`src/design/asfr_pkg.sv`:
```
package asfr_pkg;

    localparam logic [7:0] START_BYTE         = 8'h3A;
    localparam logic [7:0] NODE_ADDRESS_RESET = 8'd5;
    localparam int         HEADER_LEN         = 4;

    // Header byte positions
    localparam logic [1:0] HDR_ADDR  = 2'd0;
    localparam logic [1:0] HDR_FUNC  = 2'd1;
    localparam logic [1:0] HDR_SUBF  = 2'd2;
    localparam logic [1:0] HDR_COUNT = 2'd3;

    typedef enum logic [2:0] {
        PH_IDLE    = 3'b001,
        PH_HEADER  = 3'b010,
        PH_PAYLOAD = 3'b100
    } phase_t;

    typedef struct packed {
        logic       payload_valid;
        logic [7:0] payload_byte;
        logic [7:0] payload_index;
        logic       frame_done;
        logic [7:0] function_code;
        logic [7:0] subfunction_code;
        logic [7:0] data_count;
    } result_t;

endpackage

```
`src/design/asfr_rx_if.sv`:
```
interface asfr_rx_if;
    logic       valid;
    logic       ready;
    logic [7:0] rx_byte;

    modport source (output valid, output rx_byte, input ready);
    modport sink (input valid, input rx_byte, output ready);
endinterface

```
`src/design/asfr_res_if.sv`:
```
interface asfr_res_if;
    logic       valid;
    logic       ready;
    logic       payload_valid;
    logic [7:0] payload_byte;
    logic [7:0] payload_index;
    logic       frame_done;
    logic [7:0] function_code;
    logic [7:0] subfunction_code;
    logic [7:0] data_count;

    modport source (
        output valid, output payload_valid, output payload_byte, output payload_index,
        output frame_done, output function_code, output subfunction_code,
        output data_count, input ready
    );
    modport sink (
        input valid, input payload_valid, input payload_byte, input payload_index,
        input frame_done, input function_code, input subfunction_code,
        input data_count, output ready
    );
endinterface

```
`src/design/asfr_parser.sv`:
```
module asfr_parser (
    input  logic             clk,
    input  logic             rst_n,
    input  logic             step,
    input  logic [7:0]       rx_byte,
    input  logic [7:0]       node_address,
    output asfr_pkg::result_t result
);
    import asfr_pkg::*;

    phase_t     phase_reg, phase_next;
    logic [7:0] count_reg, count_next;
    logic [7:0] header_reg [HEADER_LEN];
    logic       hdr_we;
    logic [7:0] addr_now;

    always_comb
    begin
        phase_next = phase_reg;
        count_next = count_reg;
        hdr_we     = 1'b0;
        addr_now   = header_reg[HDR_ADDR];
        result     = '0;

        unique case (phase_reg)
            PH_PAYLOAD:
            begin
                if (count_reg < header_reg[HDR_COUNT])
                begin
                    result.payload_valid = 1'b1;
                    result.payload_byte  = rx_byte;
                    result.payload_index = count_reg;
                    count_next           = count_reg + 8'd1;
                end
                else
                begin
                    result.frame_done = 1'b1;
                    phase_next        = PH_IDLE;
                end
                result.function_code    = header_reg[HDR_FUNC];
                result.subfunction_code = header_reg[HDR_SUBF];
                result.data_count       = header_reg[HDR_COUNT];
            end
            PH_IDLE:
            begin
                if (rx_byte == START_BYTE)
                begin
                    phase_next = PH_HEADER;
                    count_next = '0;
                end
            end
            PH_HEADER:
            begin
                // start bytes inside the header are dropped
                if (rx_byte != START_BYTE)
                begin
                    hdr_we     = 1'b1;
                    count_next = count_reg + 8'd1;
                    if (count_reg[1:0] == HDR_COUNT)
                    begin
                        // last header byte: the address was stored earlier
                        count_next = '0;
                        phase_next = (addr_now == node_address) ? PH_PAYLOAD : PH_IDLE;
                    end
                end
            end
            default:
            begin
                phase_next = PH_IDLE;
            end
        endcase
    end

    always_ff @(posedge clk or negedge rst_n)
    begin
        if (!rst_n)
        begin
            phase_reg <= PH_IDLE;
            count_reg <= '0;
        end
        else if (step)
        begin
            phase_reg <= phase_next;
            count_reg <= count_next;
        end
    end

    always_ff @(posedge clk)
    begin
        if (step && hdr_we)
        begin
            header_reg[count_reg[1:0]] <= rx_byte;
        end
    end

endmodule

```
`src/design/addressed_serial_frame_receiver_core.sv`:
```
// A result word appears on res_ch in the cycle after its rx word is accepted.
// Throughput: one rx word per cycle; the result register lets rx proceed while
// a result is taken in the same cycle, and rx stalls only while res_ch stalls.
// Reset: rst_n clears the frame state to idle, node_address to 5 and the result
// register to empty; stored header bytes are not cleared.
module addressed_serial_frame_receiver_core (
    input  logic        clk,
    input  logic        rst_n,
    input  logic        cfg_we,
    input  logic [7:0]  cfg_wdata,
    asfr_rx_if.sink     rx_ch,
    asfr_res_if.source  res_ch
);
    import asfr_pkg::*;

    logic [7:0] node_address_reg;
    logic       res_valid_reg;
    result_t    res_data_reg;
    result_t    result;
    logic       rx_take;

    assign rx_ch.ready = !res_valid_reg || res_ch.ready;
    assign rx_take     = rx_ch.valid && rx_ch.ready;

    asfr_parser u_parser (
        .clk          (clk),
        .rst_n        (rst_n),
        .step         (rx_take),
        .rx_byte      (rx_ch.rx_byte),
        .node_address (node_address_reg),
        .result       (result)
    );

    always_ff @(posedge clk or negedge rst_n)
    begin
        if (!rst_n)
        begin
            node_address_reg <= NODE_ADDRESS_RESET;
        end
        else if (cfg_we)
        begin
            node_address_reg <= cfg_wdata;
        end
    end

    always_ff @(posedge clk or negedge rst_n)
    begin
        if (!rst_n)
        begin
            res_valid_reg <= 1'b0;
        end
        else if (rx_take)
        begin
            res_valid_reg <= 1'b1;
        end
        else if (res_ch.ready)
        begin
            res_valid_reg <= 1'b0;
        end
    end

    always_ff @(posedge clk)
    begin
        if (rx_take)
        begin
            res_data_reg <= result;
        end
    end

    assign res_ch.valid            = res_valid_reg;
    assign res_ch.payload_valid    = res_data_reg.payload_valid;
    assign res_ch.payload_byte     = res_data_reg.payload_byte;
    assign res_ch.payload_index    = res_data_reg.payload_index;
    assign res_ch.frame_done       = res_data_reg.frame_done;
    assign res_ch.function_code    = res_data_reg.function_code;
    assign res_ch.subfunction_code = res_data_reg.subfunction_code;
    assign res_ch.data_count       = res_data_reg.data_count;

endmodule

```
`src/flat_wrapper.sv`:
```
// flat-port wrapper written by rule: the top's interface ports become plain ports
module addressed_serial_frame_receiver_core_flat import asfr_pkg::*;
  (clk, rst_n, cfg_we, cfg_wdata, rx_ch_valid, rx_ch_rx_byte, rx_ch_ready, res_ch_valid, res_ch_payload_valid, res_ch_payload_byte, res_ch_payload_index, res_ch_frame_done, res_ch_function_code, res_ch_subfunction_code, res_ch_data_count, res_ch_ready);
  asfr_rx_if rx_ch_i ();
  asfr_res_if res_ch_i ();
  input  logic clk;
  input  logic rst_n;
  input  logic cfg_we;
  input  logic [7:0] cfg_wdata;
  input wire logic [$bits(rx_ch_i.valid)-1:0] rx_ch_valid;
  input wire logic [$bits(rx_ch_i.rx_byte)-1:0] rx_ch_rx_byte;
  output wire logic [$bits(rx_ch_i.ready)-1:0] rx_ch_ready;
  output wire logic [$bits(res_ch_i.valid)-1:0] res_ch_valid;
  output wire logic [$bits(res_ch_i.payload_valid)-1:0] res_ch_payload_valid;
  output wire logic [$bits(res_ch_i.payload_byte)-1:0] res_ch_payload_byte;
  output wire logic [$bits(res_ch_i.payload_index)-1:0] res_ch_payload_index;
  output wire logic [$bits(res_ch_i.frame_done)-1:0] res_ch_frame_done;
  output wire logic [$bits(res_ch_i.function_code)-1:0] res_ch_function_code;
  output wire logic [$bits(res_ch_i.subfunction_code)-1:0] res_ch_subfunction_code;
  output wire logic [$bits(res_ch_i.data_count)-1:0] res_ch_data_count;
  input wire logic [$bits(res_ch_i.ready)-1:0] res_ch_ready;
  assign rx_ch_i.valid = rx_ch_valid;
  assign rx_ch_i.rx_byte = rx_ch_rx_byte;
  assign rx_ch_ready = rx_ch_i.ready;
  assign res_ch_valid = res_ch_i.valid;
  assign res_ch_payload_valid = res_ch_i.payload_valid;
  assign res_ch_payload_byte = res_ch_i.payload_byte;
  assign res_ch_payload_index = res_ch_i.payload_index;
  assign res_ch_frame_done = res_ch_i.frame_done;
  assign res_ch_function_code = res_ch_i.function_code;
  assign res_ch_subfunction_code = res_ch_i.subfunction_code;
  assign res_ch_data_count = res_ch_i.data_count;
  assign res_ch_i.ready = res_ch_ready;
  addressed_serial_frame_receiver_core u_core (.clk(clk), .rst_n(rst_n), .cfg_we(cfg_we), .cfg_wdata(cfg_wdata), .rx_ch(rx_ch_i), .res_ch(res_ch_i));
endmodule
```
`config.mk`:
```
export PLATFORM = sky130hd
export DESIGN_NAME = addressed_serial_frame_receiver_core_flat
export DESIGN_NICKNAME = d
export VERILOG_FILES = /design/src/design/asfr_pkg.sv /design/src/design/asfr_rx_if.sv /design/src/design/asfr_res_if.sv /design/src/design/asfr_parser.sv /design/src/design/addressed_serial_frame_receiver_core.sv /design/src/flat_wrapper.sv
export SDC_FILE = /design/constraint.sdc
export NUM_CORES = 1
export LEC_CHECK = 0
export BUFFER_PORTS_ARGS = -buffer_cell sky130_fd_sc_hd__buf_2
export CORE_ASPECT_RATIO = 1.1
export CORE_MARGIN = 3
export CORE_UTILIZATION = 33
export CTS_BUF_LIST = sky130_fd_sc_hd__clkbuf_8
export CTS_CLUSTER_SIZE = 8
export DETAILED_ROUTE_END_ITERATION = 8
export HOLD_SLACK_MARGIN = 0.05
export PLACE_DENSITY = 0.63
export RECOVER_POWER = 100
export SLEW_MARGIN = 20
export SYNTH_ARGS = -nofsm -noshare
export SYNTH_HDL_FRONTEND = slang
export SYNTH_SLANG_ARGS = --single-unit
```
`constraint.sdc`:
```
create_clock -name clk -period 3.05 [get_ports clk]
set_input_delay 0.305 -clock clk [delete_from_list [all_inputs] [get_ports clk]]
set_output_delay 0.305 -clock clk [all_outputs]
set_load 0.01 [all_outputs]
```
==> results_dict.tcl <==
set metrics [dict create \
    leakagePower_nw 1.72 \
    crit_path_start "u_core.u_parser.count_reg[1]" \
    power.clock.fraction_pct 28.9 \
    timing.rr.end "u_core.u_parser.count_reg[2]" \
    maxCapViolations 0 \
    largest_reg_flops 32 \
    worst-r2r-cell-count 7 \
    power.ir.vdd_worst_mv 0.255 \
    root_buffer "sky130_fd_sc_hd__clkbuf_8" \
    synth_top_cell_area_share_pct 56.9 \
    setup_ws_pre_cts_ns 0.427 \
    hold_fails_final_rpt 0 \
    hpwl_mm 5.30 \
    synth_area_leader_cell "sky130_fd_sc_hd__edfxtp_1" \
    critical_path_required_ns 3.31 \
    yosysWarningCount 0 \
    grt_overflow 0 \
    synth_async_sr_flop_share_pct 21.3 \
    syn2layout_area_growth_pct 15.9 \
    cts_num_sinks 94 \
    setup.worst_path.class "flip-flop to flip-flop" \
    post_cts.resized_instances 0 \
    power_frac_seq_pct 56.6 \
    grt_pass1_wl_mm 12.0 \
    syn_area_per_cell_um2 14.7 \
    core_mm2 0.0115 \
    regToRegSetupSlack_ns 0.36 \
    max_freq_mhz 372 \
    die-width_um 110 \
    total_power_mw 2.75 \
    numCtsBuffers 9 \
    drt-vias-per-instance 4.71 \
    grt_setup_unrepaired "false" \
    die_height_um 120 \
    finalCriticalPeriod_ns 2.69 \
    synth_enable_flop_cells 74 \
    r2r_startpoint "u_core.u_parser.count_reg[1]" \
    relSlewSlack_pct 14.2 \
    internal_power_mw 1.95 \
    clock-skew-final_ns 0.0174 \
    synth_flop_cell "sky130_fd_sc_hd__edfxtp_1" \
    crit_path_end "u_core.u_parser.count_reg[2]" \
    final_period_utilization_pct 88.2 \
    fin_tns_setup_ns 0 \
    drt_wl_total_mm 7.52 \
    grt_max_degree 31 \
    die_area_mm2 0.0132 \
    global_route.peak_usage_layer "met2" \
    fin_ws_ns 0.360 \
    power_per_cell_area_mw_per_mm2 608 \
    ys_seq_elements 94 \
    clock_path_buffers 2 \
    cts.clk_slew.worst_paths_ns 0.10 \
    antenna_found_initial 0 \
    initial_core_util_pct 33.9 \
    first_iter_violations 108 \
    h_tree_depth_reported_by_cts 3 \
    layout.cell_area.non_filler_mm2 0.00453 \
    drt.antenna.violating_nets 0 \
    gp_congestion 0.785 \
    diodes 0 \
    synth.lib_cells_used.distinct 40 \
    fin_nets 369 \
    critical_path.startpoint_type "flip-flop" \
    first_global_vias 2349 \
    net_sw_share_pct 29.1 \
    synth_top_cells_by_count "sky130_fd_sc_hd__edfxtp_1, sky130_fd_sc_hd__and2_1, sky130_fd_sc_hd__and3_1, sky130_fd_sc_hd__dfrtp_1" \
    worstSkewPairLatency_ns 0.37 \
    cp_max_fanout 19 \
    class_of_the_worst_hold_path "input pin to flip-flop" \
    grtUsageMet2_pct 19.7 \
    run_status "finished, final reports clean" \
    post_synth_inst_count 265 \
    share_of_the_yosys_chip_area_belonging_to_registers_pct 69.8 \
    firstDrtPassIters 4 \
    ys_top_cells_by_area "sky130_fd_sc_hd__edfxtp_1, sky130_fd_sc_hd__dfrtp_1, sky130_fd_sc_hd__and2_1" \
    power.net_switching_mw 0.803 \
    post_route_cells_drive_above_1_share_pct 13.2 \
    post_cts.repair.setup_buffers 0 \
    use_met3_pct 2.80 \
    wire_per_inst_um 15.3 \
    placement_rows 41 \
    synth.net_count 298 \
    io_buffer_count 64 \
    placed_cell_area_mm2 0.00441 \
    final_core_utilization_pct 39.2 \
    grt_use_met1_pct 15.3 \
    setup-violations-final 0 \
    drc_violations 0 \
    worst_ep_arrival_time_ns 2.95 \
    final_max_slew_viol_count 0 \
    worst_setup_path_end_kind "flip-flop" \
    detailroute.via_count 2311 \
    cts_tree "yes" \
    post-place-cells 474 \
    synth.most_common_cell "sky130_fd_sc_hd__edfxtp_1" \
    gr-usage-all-layers_pct 12.1 \
    num_io_pins 65 \
    post_layout_nonfiller_instances 491 \
    worst-slew-pin-transition_ns 1.28 \
    syn-cell-area_mm2 0.00391 \
    hold-worst-slack_ns 0.143 \
    combPwrFrac_pct 14.5 \
]
## worst max-delay path: stages, from the launching register on
cell                      delay (ns)
sky130_fd_sc_hd__dfrtp_1        0.50
sky130_fd_sc_hd__ha_1           0.24
sky130_fd_sc_hd__or4_1          0.51
sky130_fd_sc_hd__a21oi_1        0.17
sky130_fd_sc_hd__o31a_4         0.27
sky130_fd_sc_hd__a21oi_1        0.17
sky130_fd_sc_hd__nor2_1         0.35
sky130_fd_sc_hd__mux2_2         0.37
## routing by layer
| metal | up-vias | part of all wire (%) |
|---|---|---|
| li1 | 1112 | - |
| met1 | 1121 | 43 |
| met2 | 66 | 49 |
| met3 | 12 | 6.1 |
| met4 | 0 | 1.6 |
| met5 | - | 0 |
## cells by family (layout without fill, tap and decap cells)
kind of cell | after synthesis | in the layout | synth area share (%)
adder cells (fa/ha/maj) | 12 | 12 | 3.84
flip-flops | 94 | 94 | 69.8
buffers and inverters | 21 | 97 | 2.21
XOR/XNOR | 8 | 8 | 1.79
multiplexers | 13 | 13 | 3.94
AND/OR/NAND/NOR | 90 | 90 | 13.6
AO/OA/AOI/OAI | 27 | 27 | 4.84
## area by class of cell
cell class                 count  area [um2]
clock buffer                   9         124
inverter                      12        45.0
fill                        1126        7020
sequential                    94        2730
timing repair buffer          69         284
multi-input combinational    150        1080
tap                          150         188
clock inverter                 7        75.1
## cell usage in the layout, fill, tap and decap left out, types with 3 or more instances in the layout
cell,n
sky130_fd_sc_hd__inv_6,4
sky130_fd_sc_hd__and2_0,22
sky130_fd_sc_hd__nand4_1,3
sky130_fd_sc_hd__clkbuf_1,55
sky130_fd_sc_hd__nor2_1,6
sky130_fd_sc_hd__o31ai_1,4
sky130_fd_sc_hd__clkbuf_8,9
sky130_fd_sc_hd__ha_1,12
sky130_fd_sc_hd__and3_1,17
sky130_fd_sc_hd__nor2b_1,4
sky130_fd_sc_hd__a21oi_1,5
sky130_fd_sc_hd__xnor2_1,6
sky130_fd_sc_hd__dfrtp_1,17
sky130_fd_sc_hd__inv_1,12
sky130_fd_sc_hd__o41ai_1,3
sky130_fd_sc_hd__o21ai_0,6
sky130_fd_sc_hd__mux2_2,11
sky130_fd_sc_hd__a31oi_1,3
sky130_fd_sc_hd__nand3_1,4
sky130_fd_sc_hd__buf_2,11
sky130_fd_sc_hd__edfxtp_1,74
sky130_fd_sc_hd__nand2b_1,4
sky130_fd_sc_hd__nand2_1,11
sky130_fd_sc_hd__and2_1,8
## worst min-delay path by stage
stage               cells past startpoint         from                    endpoint  slack [ns]
floorplan                               0        rst_n  u_core.node_address_reg[1]       0.009
global placement                        1        rst_n         u_core.res_ch.valid        0.30
detailed placement                      1        rst_n         u_core.res_ch.valid        0.30
CTS                                     2  rx_ch_valid         u_core.res_ch.valid        0.12
global route                            2  rx_ch_valid         u_core.res_ch.valid        0.13
finish                                  2  rx_ch_valid         u_core.res_ch.valid        0.14
## power by group through the flow
| stage | Sequential [mW] | Combinational [mW] | Clock (mW) |
|---|---|---|---|
| final | 1.56 | 0.399 | 0.796 |
| after global routing | 1.57 | 0.455 | 0.878 |
| after CTS | 1.56 | 0.425 | 0.827 |
| after detailed placement | 1.59 | 0.422 | 0 |
| after global placement | 1.59 | 0.411 | 0 |
| after floorplan | 1.58 | 0.279 | 0 |
## repair_timing
item                                    CTS  global route
hold endpoints to repair                 17             0
hold buffers                              1             0
endpoints found under the setup margin    0             0
Note: power is estimated with default switching activity, not from simulation.
